[config.mk]
export PLATFORM = sky130hd
export DESIGN_NAME = lidar_sector_centering_angle
export DESIGN_NICKNAME = d
export VERILOG_FILES = /design/src/rtl/lsca_pkg.sv /design/src/rtl/lsca_tracker.sv /design/src/rtl/lsca_cordic.sv /design/src/rtl/lidar_sector_centering_angle.sv
export SDC_FILE = /design/constraint.sdc
export NUM_CORES = 2
export LEC_CHECK = 0
export BUFFER_PORTS_ARGS = -buffer_cell sky130_fd_sc_hd__buf_2
export CAP_MARGIN = 20
export CORE_AREA = 2 2 303 230
export CTS_CLUSTER_DIAMETER = 60
export DETAILED_ROUTE_END_ITERATION = 10
export DIE_AREA = 0 0 305 232
export PLACE_DENSITY = 0.81
export SKIP_CTS_REPAIR_TIMING = 1
export SYNTH_ARGS = -nofsm -noshare
export SYNTH_HDL_FRONTEND = slang
export SYNTH_SLANG_ARGS = --single-unit
[constraint.sdc]
create_clock -name clk -period 9 [get_ports clk]
set_input_delay 1.35 -clock clk [delete_from_list [all_inputs] [get_ports clk]]
set_output_delay 1.35 -clock clk [all_outputs]
set_load 0.05 [all_outputs]
[src/rtl/lsca_pkg.sv]
// Shared types, constants and the arctangent table for the lidar sector centering block.
`default_nettype none
package lsca_pkg;

    localparam int MAX_SAMPLES_DEF  = 4096;
    localparam int CORDIC_STEPS_DEF = 16;

    localparam int RANGE_W    = 16;
    localparam int IDX_W      = 12;
    localparam int ANG_W      = 25;
    localparam int ACC_W      = 32;
    localparam int STEP_W     = 18;
    localparam int DW         = 38;
    localparam int ZW         = 27;
    localparam int HEAD_W     = 8;
    localparam int TAB_IDX_W  = 5;
    localparam int CFG_IDX_W  = 8;
    localparam int CFG_DATA_W = 32;
    localparam int OUT_DATA_W = 72;

    localparam logic [CFG_IDX_W-1:0] REG_START_ANGLE = 8'd0;
    localparam logic [CFG_IDX_W-1:0] REG_ANGLE_STEP  = 8'd1;

    localparam logic signed [ANG_W-1:0] START_RST = -25'sd11796480;
    localparam logic [STEP_W-1:0]       STEP_RST  = 18'd32768;

    // sector bounds, 1/65536 degree
    localparam logic signed [ACC_W-1:0] ANG_M180 = -32'sd11796480;
    localparam logic signed [ACC_W-1:0] ANG_M90  = -32'sd5898240;
    localparam logic signed [ACC_W-1:0] ANG_P90  = 32'sd5898240;
    localparam logic signed [ACC_W-1:0] ANG_P180 = 32'sd11796480;

    localparam logic signed [ZW-1:0] Z_DEG180 = 27'sd11796480;
    localparam logic signed [ZW-1:0] Z_RND    = 27'sd65535;
    localparam logic signed [ZW-1:0] Z_H90    = 27'sd90;

    typedef struct packed {
        logic                     seen;
        logic [RANGE_W-1:0]       rng;
        logic signed [ANG_W-1:0]  angle;
        logic [IDX_W-1:0]         index;
    } best_t;

    localparam best_t BEST_RST = '{seen: 1'b0, rng: 16'hFFFF, angle: '0, index: '0};

    typedef struct packed {
        logic start;
        logic vec;
    } cdc_cmd_t;

    function automatic logic signed [ZW-1:0] atan_tab(input logic [TAB_IDX_W-1:0] i);
        logic signed [ZW-1:0] t;
        case (i)
            5'd0:    t = 27'sd2949120;
            5'd1:    t = 27'sd1740967;
            5'd2:    t = 27'sd919879;
            5'd3:    t = 27'sd466945;
            5'd4:    t = 27'sd234379;
            5'd5:    t = 27'sd117304;
            5'd6:    t = 27'sd58666;
            5'd7:    t = 27'sd29335;
            5'd8:    t = 27'sd14668;
            5'd9:    t = 27'sd7334;
            5'd10:   t = 27'sd3667;
            5'd11:   t = 27'sd1833;
            5'd12:   t = 27'sd917;
            5'd13:   t = 27'sd458;
            5'd14:   t = 27'sd229;
            5'd15:   t = 27'sd115;
            5'd16:   t = 27'sd57;
            5'd17:   t = 27'sd29;
            5'd18:   t = 27'sd14;
            5'd19:   t = 27'sd7;
            5'd20:   t = 27'sd4;
            5'd21:   t = 27'sd2;
            5'd22:   t = 27'sd1;
            default: t = 27'sd0;
        endcase
        return t;
    endfunction

endpackage
`default_nettype wire

[src/rtl/lsca_tracker.sv]
// Per-sample angle accumulation and nearest-sample tracking for both sectors.
`default_nettype none
module lsca_tracker #(
    parameter int MAX_SAMPLES = lsca_pkg::MAX_SAMPLES_DEF
) (
    input  wire logic                              clk,
    input  wire logic                              rst_n,
    input  wire logic                              sample_en,
    input  wire logic [lsca_pkg::RANGE_W-1:0]      range_mm,
    input  wire logic                              last,
    input  wire logic signed [lsca_pkg::ANG_W-1:0] start_angle,
    input  wire logic [lsca_pkg::STEP_W-1:0]       angle_step,
    output lsca_pkg::best_t                        left_upd,
    output lsca_pkg::best_t                        right_upd
);

    localparam int CNT_W = $clog2(MAX_SAMPLES);
    localparam logic [CNT_W-1:0] CNT_LAST = CNT_W'(MAX_SAMPLES - 1);

    logic [lsca_pkg::ACC_W-1:0] acc_reg;
    logic [lsca_pkg::ACC_W-1:0] acc_next;
    logic [CNT_W-1:0]           cnt_reg;
    logic [CNT_W-1:0]           cnt_next;
    lsca_pkg::best_t            left_reg;
    lsca_pkg::best_t            right_reg;

    logic [lsca_pkg::ACC_W-1:0]        au;
    logic signed [lsca_pkg::ACC_W-1:0] a;
    logic [CNT_W+lsca_pkg::IDX_W-1:0]  idx_ext;
    logic [lsca_pkg::IDX_W-1:0]        idx;
    logic                              left_hit;
    logic                              right_hit;

    assign au = (cnt_reg == '0)
              ? {{(lsca_pkg::ACC_W-lsca_pkg::ANG_W){start_angle[lsca_pkg::ANG_W-1]}}, start_angle}
              : acc_reg;
    assign a        = $signed(au);
    assign idx_ext  = {{lsca_pkg::IDX_W{1'b0}}, cnt_reg};
    assign idx      = idx_ext[lsca_pkg::IDX_W-1:0];
    assign acc_next = au + {{(lsca_pkg::ACC_W-lsca_pkg::STEP_W){1'b0}}, angle_step};
    assign cnt_next = (cnt_reg == CNT_LAST) ? '0 : cnt_reg + 1'b1;

    assign left_hit  = (a > lsca_pkg::ANG_M180) && (a <= lsca_pkg::ANG_M90)
                     && (range_mm <= left_reg.rng);
    assign right_hit = (a >= lsca_pkg::ANG_P90) && (a < lsca_pkg::ANG_P180)
                     && (range_mm <= right_reg.rng);

    always_comb
    begin
        left_upd  = left_reg;
        right_upd = right_reg;
        if (left_hit)
        begin
            left_upd = '{seen: 1'b1, rng: range_mm, angle: a[lsca_pkg::ANG_W-1:0], index: idx};
        end
        if (right_hit)
        begin
            right_upd = '{seen: 1'b1, rng: range_mm, angle: a[lsca_pkg::ANG_W-1:0], index: idx};
        end
    end

    always_ff @(posedge clk or negedge rst_n)
    begin
        if (!rst_n)
        begin
            acc_reg   <= '0;
            cnt_reg   <= '0;
            left_reg  <= lsca_pkg::BEST_RST;
            right_reg <= lsca_pkg::BEST_RST;
        end
        else if (sample_en)
        begin
            if (last)
            begin
                // scan closed: the next sample takes the start angle directly
                acc_reg   <= '0;
                cnt_reg   <= '0;
                left_reg  <= lsca_pkg::BEST_RST;
                right_reg <= lsca_pkg::BEST_RST;
            end
            else
            begin
                acc_reg   <= acc_next;
                cnt_reg   <= cnt_next;
                left_reg  <= left_upd;
                right_reg <= right_upd;
            end
        end
    end

endmodule
`default_nettype wire

[src/rtl/lsca_cordic.sv]
// Shared CORDIC unit, one micro-rotation per cycle, rotation or vectoring mode.
`default_nettype none
module lsca_cordic #(
    parameter int CORDIC_STEPS = lsca_pkg::CORDIC_STEPS_DEF
) (
    input  wire logic                           clk,
    input  wire logic                           rst_n,
    input  wire lsca_pkg::cdc_cmd_t             cmd,
    input  wire logic signed [lsca_pkg::DW-1:0] x_in,
    input  wire logic signed [lsca_pkg::DW-1:0] y_in,
    input  wire logic signed [lsca_pkg::ZW-1:0] z_in,
    output logic                                done,
    output logic signed [lsca_pkg::DW-1:0]      x_out,
    output logic signed [lsca_pkg::ZW-1:0]      z_out,
    output logic signed [lsca_pkg::DW-1:0]      y_out
);

    localparam int SW = $clog2(CORDIC_STEPS);
    localparam logic [SW-1:0] STEP_LAST = SW'(CORDIC_STEPS - 1);

    logic                          run_reg;
    logic                          done_reg;
    logic [SW-1:0]                 step_reg;
    logic                          vec_reg;
    logic signed [lsca_pkg::DW-1:0] x_reg;
    logic signed [lsca_pkg::DW-1:0] y_reg;
    logic signed [lsca_pkg::ZW-1:0] z_reg;

    logic signed [lsca_pkg::DW-1:0] xs;
    logic signed [lsca_pkg::DW-1:0] ys;
    logic signed [lsca_pkg::ZW-1:0] t;
    logic [SW+lsca_pkg::TAB_IDX_W-1:0] ti_ext;
    logic                          pos;

    assign ti_ext = {{lsca_pkg::TAB_IDX_W{1'b0}}, step_reg};
    assign t      = lsca_pkg::atan_tab(ti_ext[lsca_pkg::TAB_IDX_W-1:0]);
    assign xs     = x_reg >>> step_reg;
    assign ys     = y_reg >>> step_reg;
    assign pos    = vec_reg ? y_reg[lsca_pkg::DW-1] : !z_reg[lsca_pkg::ZW-1];

    always_ff @(posedge clk or negedge rst_n)
    begin
        if (!rst_n)
        begin
            run_reg  <= 1'b0;
            done_reg <= 1'b0;
            step_reg <= '0;
        end
        else
        begin
            done_reg <= 1'b0;
            if (cmd.start)
            begin
                run_reg  <= 1'b1;
                step_reg <= '0;
            end
            else if (run_reg)
            begin
                if (step_reg == STEP_LAST)
                begin
                    run_reg  <= 1'b0;
                    done_reg <= 1'b1;
                end
                else
                begin
                    step_reg <= step_reg + 1'b1;
                end
            end
        end
    end

    always_ff @(posedge clk)
    begin
        if (cmd.start)
        begin
            vec_reg <= cmd.vec;
            x_reg   <= x_in;
            y_reg   <= y_in;
            z_reg   <= z_in;
        end
        else if (run_reg)
        begin
            if (pos)
            begin
                x_reg <= x_reg - ys;
                y_reg <= y_reg + xs;
                z_reg <= z_reg - t;
            end
            else
            begin
                x_reg <= x_reg + ys;
                y_reg <= y_reg - xs;
                z_reg <= z_reg + t;
            end
        end
    end

    assign done  = done_reg;
    assign x_out = x_reg;
    assign y_out = y_reg;
    assign z_out = z_reg;

    a_no_restart: assert property (@(posedge clk) disable iff (!rst_n)
        cmd.start |-> !run_reg)
        else $error("CORDIC start while a run is in progress");

    a_done_pulse: assert property (@(posedge clk) disable iff (!rst_n)
        done_reg |=> !done_reg)
        else $error("CORDIC done held for more than one cycle");

    a_done_idle: assert property (@(posedge clk) disable iff (!rst_n)
        done_reg |-> !run_reg)
        else $error("CORDIC done while still running");

endmodule
`default_nettype wire

[src/rtl/lidar_sector_centering_angle.sv]
// Top level: lidar sector nearest-point tracking and heading error at scan end.
// A non-final sample is a one-cycle transfer; s_tready stays high while idle.
// A final sample starts the scan-end sequence: up to two CORDIC rotations and at most one
// vectoring pass on the shared unit, each started from its own control state (S_LEFT,
// S_RIGHT, S_VEC); a rotation is skipped for an empty sector, the pass when sy is zero.
// The result sits in an output register; sampling resumes once it is loaded there.
// Reset clears the scan state and sets start_angle and angle_step to their defaults.
`default_nettype none
module lidar_sector_centering_angle #(
    parameter int MAX_SAMPLES  = lsca_pkg::MAX_SAMPLES_DEF,
    parameter int CORDIC_STEPS = lsca_pkg::CORDIC_STEPS_DEF
) (
    input  wire logic                             clk,
    input  wire logic                             rst_n,
    input  wire logic                             cfg_valid,
    output logic                                  cfg_ready,
    input  wire logic [lsca_pkg::CFG_IDX_W-1:0]   cfg_index,
    input  wire logic [lsca_pkg::CFG_DATA_W-1:0]  cfg_data,
    input  wire logic                             s_tvalid,
    output logic                                  s_tready,
    input  wire logic [lsca_pkg::RANGE_W-1:0]     s_tdata,   // [15:0] range_mm
    input  wire logic                             s_tlast,
    output logic                                  m_tvalid,
    input  wire logic                             m_tready,
    // [7:0] heading_error, [8] left_found, [9] right_found, [21:10] left_index,
    // [33:22] right_index, [49:34] left_range, [65:50] right_range, [71:66] zero
    output logic [lsca_pkg::OUT_DATA_W-1:0]       m_tdata
);

    typedef enum logic [2:0] {
        S_IDLE,
        S_LEFT,
        S_LEFT_RUN,
        S_RIGHT,
        S_RIGHT_RUN,
        S_VEC,
        S_VEC_RUN,
        S_OUT
    } state_t;

    state_t state_reg;

    logic signed [lsca_pkg::ANG_W-1:0] start_angle_reg;
    logic [lsca_pkg::STEP_W-1:0]       angle_step_reg;
    lsca_pkg::best_t                   job_left_reg;
    lsca_pkg::best_t                   job_right_reg;
    logic signed [lsca_pkg::DW-1:0]    sx_reg;
    logic signed [lsca_pkg::DW-1:0]    sy_reg;
    logic signed [lsca_pkg::HEAD_W-1:0] head_reg;
    logic                              m_tvalid_reg;
    logic [lsca_pkg::OUT_DATA_W-1:0]   m_tdata_reg;

    logic                              s_xfer;
    lsca_pkg::best_t                   left_upd;
    lsca_pkg::best_t                   right_upd;
    lsca_pkg::best_t                   rot_src;
    lsca_pkg::cdc_cmd_t                cdc_cmd;
    logic signed [lsca_pkg::DW-1:0]    cdc_x_in;
    logic signed [lsca_pkg::DW-1:0]    cdc_y_in;
    logic signed [lsca_pkg::ZW-1:0]    cdc_z_in;
    logic                              cdc_done;
    logic signed [lsca_pkg::DW-1:0]    cdc_x;
    logic signed [lsca_pkg::DW-1:0]    cdc_y;
    logic signed [lsca_pkg::ZW-1:0]    cdc_z;
    logic signed [lsca_pkg::ZW-1:0]    za;
    logic signed [lsca_pkg::ZW-1:0]    zq;
    logic signed [lsca_pkg::HEAD_W-1:0] head_vec;
    logic signed [lsca_pkg::HEAD_W-1:0] head_axis;
    logic                              out_free;

    assign s_tready  = (state_reg == S_IDLE);
    assign s_xfer    = s_tvalid && s_tready;
    assign cfg_ready = 1'b1;
    assign out_free  = !m_tvalid_reg || m_tready;

    always_ff @(posedge clk or negedge rst_n)
    begin
        if (!rst_n)
        begin
            start_angle_reg <= lsca_pkg::START_RST;
            angle_step_reg  <= lsca_pkg::STEP_RST;
        end
        else if (cfg_valid)
        begin
            if (cfg_index == lsca_pkg::REG_START_ANGLE)
            begin
                start_angle_reg <= cfg_data[lsca_pkg::ANG_W-1:0];
            end
            else if (cfg_index == lsca_pkg::REG_ANGLE_STEP)
            begin
                angle_step_reg <= cfg_data[lsca_pkg::STEP_W-1:0];
            end
        end
    end

    lsca_tracker #(
        .MAX_SAMPLES (MAX_SAMPLES)
    ) u_tracker (
        .clk         (clk),
        .rst_n       (rst_n),
        .sample_en   (s_xfer),
        .range_mm    (s_tdata),
        .last        (s_tlast),
        .start_angle (start_angle_reg),
        .angle_step  (angle_step_reg),
        .left_upd    (left_upd),
        .right_upd   (right_upd)
    );

    // rotation operand: sector angle moved by 180 degrees into [-90,90]
    assign rot_src = (state_reg == S_RIGHT) ? job_right_reg : job_left_reg;
    assign za      = {{(lsca_pkg::ZW-lsca_pkg::ANG_W){rot_src.angle[lsca_pkg::ANG_W-1]}},
                      rot_src.angle};

    always_comb
    begin
        cdc_cmd.vec   = (state_reg == S_VEC);
        cdc_cmd.start = ((state_reg == S_LEFT) && job_left_reg.seen)
                     || ((state_reg == S_RIGHT) && job_right_reg.seen)
                     || ((state_reg == S_VEC) && (sy_reg != '0));
        if (state_reg == S_VEC)
        begin
            cdc_z_in = '0;
            if (sy_reg > 0)
            begin
                cdc_x_in = sy_reg;
                cdc_y_in = -sx_reg;
            end
            else
            begin
                cdc_x_in = -sy_reg;
                cdc_y_in = sx_reg;
            end
        end
        else
        begin
            cdc_x_in = {{(lsca_pkg::DW-lsca_pkg::RANGE_W-16){1'b0}}, rot_src.rng, 16'h0000};
            cdc_y_in = '0;
            cdc_z_in = za[lsca_pkg::ZW-1] ? za + lsca_pkg::Z_DEG180 : za - lsca_pkg::Z_DEG180;
        end
    end

    lsca_cordic #(
        .CORDIC_STEPS (CORDIC_STEPS)
    ) u_cordic (
        .clk   (clk),
        .rst_n (rst_n),
        .cmd   (cdc_cmd),
        .x_in  (cdc_x_in),
        .y_in  (cdc_y_in),
        .z_in  (cdc_z_in),
        .done  (cdc_done),
        .x_out (cdc_x),
        .z_out (cdc_z),
        .y_out (cdc_y)
    );

    // whole degrees, truncated toward zero, clamped
    assign zq = cdc_z[lsca_pkg::ZW-1] ? ((cdc_z + lsca_pkg::Z_RND) >>> 16) : (cdc_z >>> 16);
    assign head_vec = (zq > lsca_pkg::Z_H90)  ? 8'sd90
                    : (zq < -lsca_pkg::Z_H90) ? -8'sd90
                    : zq[lsca_pkg::HEAD_W-1:0];
    assign head_axis = (sx_reg > 0) ? 8'sd90 : ((sx_reg < 0) ? -8'sd90 : 8'sd0);

    always_ff @(posedge clk or negedge rst_n)
    begin
        if (!rst_n)
        begin
            state_reg     <= S_IDLE;
            job_left_reg  <= lsca_pkg::BEST_RST;
            job_right_reg <= lsca_pkg::BEST_RST;
            sx_reg        <= '0;
            sy_reg        <= '0;
            head_reg      <= '0;
            m_tvalid_reg  <= 1'b0;
            m_tdata_reg   <= '0;
        end
        else
        begin
            if (m_tvalid_reg && m_tready && (state_reg != S_OUT))
            begin
                m_tvalid_reg <= 1'b0;
            end
            case (state_reg)
                S_IDLE:
                begin
                    if (s_xfer && s_tlast)
                    begin
                        job_left_reg  <= left_upd;
                        job_right_reg <= right_upd;
                        sx_reg        <= '0;
                        sy_reg        <= '0;
                        state_reg     <= S_LEFT;
                    end
                end
                S_LEFT:
                begin
                    state_reg <= job_left_reg.seen ? S_LEFT_RUN : S_RIGHT;
                end
                S_LEFT_RUN:
                begin
                    if (cdc_done)
                    begin
                        sx_reg    <= sx_reg - cdc_y;
                        sy_reg    <= sy_reg - cdc_x;
                        state_reg <= S_RIGHT;
                    end
                end
                S_RIGHT:
                begin
                    state_reg <= job_right_reg.seen ? S_RIGHT_RUN : S_VEC;
                end
                S_RIGHT_RUN:
                begin
                    if (cdc_done)
                    begin
                        sx_reg    <= sx_reg - cdc_y;
                        sy_reg    <= sy_reg - cdc_x;
                        state_reg <= S_VEC;
                    end
                end
                S_VEC:
                begin
                    if (sy_reg == '0)
                    begin
                        head_reg  <= head_axis;
                        state_reg <= S_OUT;
                    end
                    else
                    begin
                        state_reg <= S_VEC_RUN;
                    end
                end
                S_VEC_RUN:
                begin
                    if (cdc_done)
                    begin
                        head_reg  <= head_vec;
                        state_reg <= S_OUT;
                    end
                end
                S_OUT:
                begin
                    if (out_free)
                    begin
                        m_tvalid_reg <= 1'b1;
                        m_tdata_reg  <= {6'b0,
                                         job_right_reg.rng,
                                         job_left_reg.rng,
                                         job_right_reg.index,
                                         job_left_reg.index,
                                         job_right_reg.seen,
                                         job_left_reg.seen,
                                         head_reg};
                        state_reg    <= S_IDLE;
                    end
                end
                default:
                begin
                    state_reg <= S_IDLE;
                end
            endcase
        end
    end

    assign m_tvalid = m_tvalid_reg;
    assign m_tdata  = m_tdata_reg;

    a_done_when_waiting: assert property (@(posedge clk) disable iff (!rst_n)
        cdc_done |-> (state_reg == S_LEFT_RUN || state_reg == S_RIGHT_RUN
                      || state_reg == S_VEC_RUN))
        else $error("CORDIC done outside a waiting state");

    a_last_starts_job: assert property (@(posedge clk) disable iff (!rst_n)
        (s_tvalid && s_tready && s_tlast) |=> (state_reg == S_LEFT))
        else $error("final sample did not start the scan-end sequence");

    a_heading_range: assert property (@(posedge clk) disable iff (!rst_n)
        m_tvalid |-> ($signed(m_tdata[7:0]) >= -8'sd90 && $signed(m_tdata[7:0]) <= 8'sd90))
        else $error("heading error outside +/-90");

    a_empty_left: assert property (@(posedge clk) disable iff (!rst_n)
        (m_tvalid && !m_tdata[8]) |-> (m_tdata[49:34] == 16'hFFFF && m_tdata[21:10] == 12'd0))
        else $error("empty left sector with non-default fields");

endmodule
`default_nettype wire
== Yosys cells after proc, flatten, opt, wreduce, memory -nomap -nowiden ==
Memories as Yosys holds them, arrays and structs flattened.
Index checks and enable logic that the tools add are counted.
Cells by class
  add/subtract/negate cells: 16
  magnitude comparators: 11
  equality and inequality tests: 19
  shift-type cells: 2
  muxes and demuxes: 59
  bitwise logic cells: 1
  reductions and logical operators: 33
Operators with widths (number)
  $mux W38: 13
  $mux W54: 4
  $mux W27: 6
  $pmux W38 S2: 2
  $sub A38 B38 Y38: 4
  $add A38 B38 Y38: 2
  $gt A38 B1 Y1 const B: 2
  $neg A38 Y38: 2
  $sshr A38 B4 Y38: 2
  $mux W32: 2
  $mux W53: 1
  $mux W8: 6
  $logic_not A38 Y1: 1
  $lt A38 B1 Y1 const B: 1
  $reduce_bool A38 Y1: 1
  $add A32 B18 Y32: 1
  $ge A32 B24 Y1 const B: 1
  $gt A32 B25 Y1 const B: 1
  $le A16 B16 Y1: 2
  $le A32 B24 Y1 const B: 1
  $lt A32 B25 Y1 const B: 1
  $add A27 B17 Y27 const B: 1
  $add A27 B27 Y27: 1
  $gt A27 B8 Y1 const B: 1
  other kinds (33): 82
Storage, ports and cells
  flip-flop bits (word level): 567
  ROM bits: 704
  bits of input ports: 62
  output and inout bits: 75
  logic and storage cells: 175
  memories kept: 1
Memory list
  (no name shown): depth 32, bits a word 22, rd ports 1, clocked after memory_dff 0, wr ports 0, line lsca_pkg.sv:53  | case (i)

== Longest topological paths before layout ==
  word-level depth: 7
  gate-level depth with buffers: 30
  gate-level depth less buffers: 24

== By module ==
Synthesis repeated with hierarchy kept, for this count alone.
Unflattened totals
  cells, all modules: 5282
  area, all modules: 45531.2 µm²
By module, submodules not included
  lidar_sector_centering_angle: times used 1, cells each 2159, area an instance 18604.1 µm², seq. area each 7678.6 µm²
  lsca_cordic: times used 1, cells each 1917, area an instance 16472.0 µm², seq. area each 3273.1 µm²
  lsca_tracker: times used 1, cells each 1206, area an instance 10455.0 µm², seq. area each 3843.7 µm²

== Worst setup path before layout ==
Ideal clock, no wire load.
  path type: reg-to-reg
  start point: register u_cordic.step_reg[1]
  end point: register u_cordic.z_reg, in the netlist u_cordic.z_out[25], data pin
  library setup time: 0.272 ns
  data arrival time: 5.990 ns
  required time: 8.728 ns
  setup slack: 2.738 ns
  cell stages (with the launch flop): 27
  buffers on the path: 5
  period minus slack after synthesis: 6.262 ns
  cells stage by stage: dfrtp_1 -> inv_2 -> buf_1 -> clkbuf_1 -> buf_1 -> ha_1 -> clkbuf_1 -> nor2b_1 -> a31oi_1 -> ha_1 -> nand3_1 -> o31ai_1 -> and2_1 -> clkbuf_1 -> nand2_1 -> xnor2_1 -> ha_1 -> a21o_1 -> a21o_1 -> a221oi_1 -> o21ai_0 -> o31ai_1 -> a21oi_1 -> or3_1 -> a31oi_1 -> mux2i_1 -> o211ai_1
Between the ends
  cells in the longest elaborated chain, start to end: 5
  elaborated cells on any way between the ends: 6
  those cells by class: add/sub: 2; mux: 3; memory: 1
Ends and longest elaborated chain
  start: declaration: line lsca_cordic.sv:23  | logic [SW-1:0] step_reg;
  start signal: assignment: line lsca_cordic.sv:66  | step_reg <= step_reg + 1'b1;
  $mem_v2 Z32 W22 (*)
  $add A27 B27 Y27 / $sub A27 B27 Y27 (equally long branches): line lsca_cordic.sv:93, lsca_cordic.sv:87
  $mux W27 (*): line lsca_cordic.sv:83  | if (pos)
  $mux W27 (*): line lsca_cordic.sv:81  | else if (run_reg)
  $mux W27 (*): line lsca_cordic.sv:74  | if (cmd.start)
  end signal: assignment: line lsca_cordic.sv:79  | z_reg <= z_in;
  end signal: assignment: line lsca_cordic.sv:87  | z_reg <= z_reg - t;
  end signal: assignment: line lsca_cordic.sv:93  | z_reg <= z_reg + t;
  end: declaration: line lsca_cordic.sv:27  | logic signed [lsca_pkg::ZW-1:0] z_reg;
Mark *: on every way between the ends. The rest lies on a longest branch, timed or not. The select of a mux whose other input is x is not followed.
A chain may end at the register's enable or synchronous reset.

== Worst setup path in the final report ==
  start point: register u_cordic.step_reg[3]
  end point: register u_cordic.x_reg, in the netlist u_cordic.x_out[37], data pin
Between the ends
  cells in the longest elaborated chain, start to end: 5
  elaborated cells on any way between the ends: 6
  those cells by class: add/sub: 2; shift: 1; mux: 3
Ends and longest elaborated chain
  $sshr A38 B4 Y38 (*): line lsca_cordic.sv:38  | assign ys = y_reg >>> step_reg;
  $add A38 B38 Y38 / $sub A38 B38 Y38 (equally long branches): line lsca_cordic.sv:91, lsca_cordic.sv:85
  $mux W38 (*): line lsca_cordic.sv:83
  $mux W38 (*): line lsca_cordic.sv:81
  $mux W38 (*): line lsca_cordic.sv:74
  end signal: assignment: line lsca_cordic.sv:77  | x_reg <= x_in;
  end signal: assignment: line lsca_cordic.sv:85  | x_reg <= x_reg - ys;
  end signal: assignment: line lsca_cordic.sv:91  | x_reg <= x_reg + ys;
  end: declaration: line lsca_cordic.sv:25  | logic signed [lsca_pkg::DW-1:0] x_reg;
Marks and branches as above.

==> reports/results.tsv <==
stage	metric	value	unit
clocking	TritonCTS Buffers	60	
global_routing	GRT Total Usage	0.347	
timing	Worst Tran Pin Value	1.14	ns
timing	Final TNS setup	0	ns
yosys	Post-synth EDFFs	104	
placement	I/O Buffers	122	
global_routing	grt total ovfl	0	
clocking	Clk Latency, worst-skew pair	0.66	ns
run	max-cap check violation count	0	
global_routing	met1 track demand over resource	0.524	
floorplanning	die footprint	70800	µm²
timing	max_slew headroom	0.230	
setup_path	Worst Setup End Kind	flop	
floorplanning	die height	232	µm
timing	endpoints failing setup	0	
global_routing	largest net degree at the start of global routing	125	
min_path	hold path cells	2	
drt	via count	37738	
min_path	Worst Hold End	job_left_reg[26]	
setup_path	cell chain of the critical path	buf_4 > mux4_2 > mux2_2 > o21ai_0 > ha_1 > a21boi_0 > and2_1 > and2_1 > nand2_2 > nor2_1 > nor2_1 > xnor2_1 > ha_1 > nand4_1 > nor3_1 > nand3_1 > a21oi_1 > o21ai_0 > o21ai_0 > a41oi_1 > a21oi_1 > xnor2_1 > o22ai_1	
yosys	Seq cells post-synth	567	
min_path	hold crit path type	reg -> reg	
floorplanning	placeable core area	67800	µm²
timing	Final Cycle Share	0.811	
setup_path	slowest CP cell	dfrtp_4	
setup_path	worst path arrival time	7.67	ns
yosys	fraction of registers with async set/reset	0.817	
setup_path	cell count of the worst reg-to-reg path	23	
setup_path	RR Startpoint	u_cordic.step_reg[3]	
yosys	Yosys cell types	97	
cells_and_area	Area Overhead vs Synth	7.73	%
yosys	Post-Synthesis Cells	4667	
cells_and_area	Final Net Count	4962	
yosys	Seq/Total Area, Yosys	0.344	
setup_path	most frequent cell on the critical path	o21ai_0	
clocking	Root Driver	clkbuf_16	
cells_and_area	share of layout cells above drive strength 1	0.138	
global_routing	met3 usage	0.0934	
drt	DR WL/cell	22.3	µm
clocking	CTS tree	done	
yosys	Yosys Warn Count	0	
setup_path	worst reg2reg setup slack	1.70	ns
setup_path	worst path required time	9.37	ns
drt	Pre-Repair DR Iteration Count	8	
setup_path	crit-path max cell delay	0.85	ns
cells_and_area	commonest non-fill, non-tap cells in the layout	nand2_1 (488), o21ai_0 (392), dfrtp_1 (390), a21oi_1 (282), ha_1 (243)	
cells_and_area	commonest non-fill, non-tap cell in the layout	nand2_1	
global_routing	GR Util met2	0.488	
setup_path	Setup CP Type	reg -> reg	
clocking	CTS clk-pin slew, worst paths	0.06	ns
timing	RSZ-0062 raised after global routing	no	
placement	GPL Wtd Cong	0.976	
setup_path	Critical Path Fanout Max	51	
drt	antenna-violating nets left	0	
clocking	clk sink count	567	
floorplanning	io pins	137	
drt	Post-Route WL	125	mm
global_routing	first-pass GRT wire length	197	mm
timing	fin. max-slew vios	0	
global_routing	GRT busiest layer	met1	
clocking	H-tree level count	2	
floorplanning	chip width	305	µm
drt	initial DRC count	4631	
placement	DP HPWL	88.7	mm
floorplanning	Initial Util	0.634	
yosys	most used flip-flop cell after synthesis	dfrtp_1	
yosys	cell area after synthesis	43000	µm²
timing	fmax	0.137	GHz
cells_and_area	Largest register FFs	66	
timing	clk_skew	0.0266	ns
yosys	Avg Inst Size Synth	9.21	µm²
timing	fin crit period	7.30	ns
min_path	hold path startpoint	job_left_reg[26]	
floorplanning	std cell rows	83	
clocking	Max clock buf depth	3	
setup_path	CP Launch Type	flop	
global_routing	vias in the first global route	35313	
cells_and_area	FILL cells	5278	
drt	vias per cell	6.74	
timing	count of final hold-check violations	0	
setup_path	worst r2r dst	u_cordic.x_out[37]	
drt	number of remaining DRC errors	0	
outcome	outcome	finished, final reports clean	
global_routing	initial antenna violation count	3	
## critical path, delay by kind of cell, from the launching register on
| kind | cells | cell delay [ns] |
|---|---|---|
| and+or+nand+nor | 8 | 1.74 |
| AOI/OAI and AO/OA | 8 | 2.15 |
| xor gates and xnor gates | 2 | 0.39 |
| adders and majority gates | 2 | 0.56 |
| buffers and inverters | 1 | 0.58 |
| DFF | 1 | 0.85 |
| muxes | 2 | 0.68 |
## kinds of logic after synthesis
group	after synthesis	share of synthesized area
DFF	567	0.344
AOI/OAI and AO/OA	1355	0.204
and+or+nand+nor	1263	0.139
adders and majority gates	250	0.0740
buffers and inverters	467	0.0453
other	2	0.000175
muxes	423	0.125
xor gates and xnor gates	340	0.0693
## per-layer routing
| metal | part of all wire | up-vias |
|---|---|---|
| met2 | 0.41 | 2000 |
| li1 | - | 17150 |
| met4 | 0.024 | 6 |
| met3 | 0.12 | 232 |
| met5 | 0.00034 | - |
| met1 | 0.44 | 18350 |
## how the worst max path moves through the flow
stage | from | end | slack [ns] | cells after the start
after detailed placement | u_cordic.step_reg[0] | u_cordic.x_out[37] | 2.01 | 21
after floorplan | u_cordic.step_reg[1] | u_cordic.z_out[25] | 2.74 | 26
final | u_cordic.step_reg[3] | u_cordic.x_out[37] | 1.70 | 23
after global placement | u_cordic.step_reg[0] | u_cordic.y_out[32] | 2.14 | 19
after global routing | u_cordic.step_reg[3] | u_cordic.x_out[37] | 1.32 | 23
after CTS | u_cordic.step_reg[3] | u_cordic.x_out[37] | 1.99 | 22
## synthesized netlist by cell type (18+ instances only)
master | count | area share
o211ai_1 | 30 | 0.0052
a21o_1 | 94 | 0.016
buf_1 | 28 | 0.0024
mux2i_1 | 191 | 0.044
mux2_2 | 158 | 0.041
o41ai_1 | 18 | 0.0037
a221oi_1 | 18 | 0.0037
o21a_1 | 36 | 0.0063
a22oi_1 | 20 | 0.0035
buf_2 | 51 | 0.0059
xor2_1 | 153 | 0.031
and2_1 | 25 | 0.0036
a21oi_1 | 283 | 0.033
dfstp_2 | 69 | 0.042
edfxtp_1 | 104 | 0.073
a22o_1 | 90 | 0.018
nor3_1 | 65 | 0.0076
or2_2 | 19 | 0.0028
a2bb2oi_1 | 31 | 0.0063
nand2_1 | 490 | 0.043
nand2b_1 | 53 | 0.0077
xnor2_1 | 187 | 0.038
inv_1 | 198 | 0.017
and3_1 | 40 | 0.0058
o21ai_0 | 392 | 0.046
nor2b_1 | 44 | 0.0064
o22ai_1 | 55 | 0.0080
clkbuf_1 | 155 | 0.014
mux4_2 | 74 | 0.039
nand3_1 | 154 | 0.018
nor2_1 | 236 | 0.021
buf_4 | 26 | 0.0045
nor4_1 | 26 | 0.0038
a211oi_1 | 24 | 0.0042
or3_1 | 27 | 0.0039
ha_1 | 243 | 0.071
a31oi_1 | 54 | 0.0079
o31ai_1 | 49 | 0.0086
nand4_1 | 29 | 0.0042
o21bai_1 | 29 | 0.0051
dfrtp_1 | 394 | 0.23
## final cells by class
class	instances	area [µm²]	area share
timing repair buffer	180	1090	0.0236
clock inverter	25	367	0.00792
inverter	203	762	0.0165
multi-input combinational	3638	26300	0.569
tap	892	1120	0.0241
antenna	1	2.50	0.0000541
sequential	567	14800	0.320
clock buffer	89	1800	0.0389
## stage by stage
stage / setup slack [ns] / util / cells / hold slack [ns] / area, µm²
2_1_floorplan: 2.74 / - / 4672 / 0.438 / 43000
3_3_place_gp: 2.14 / 0.650 / 5476 / 0.457 / 44100
3_5_place_dp: 2.01 / 0.650 / 5476 / 0.464 / 44100
4_1_cts: 1.99 / 0.682 / 5590 / 0.480 / 46200
5_1_grt: 1.32 / 0.683 / 5594 / 0.489 / 46300
6_report: 1.70 / 0.683 / 5595 / 0.475 / 46300
Power is left out: the tool's default activity adds up to more than one toggle a clock period on the data nets, which glitch-free logic cannot reach.
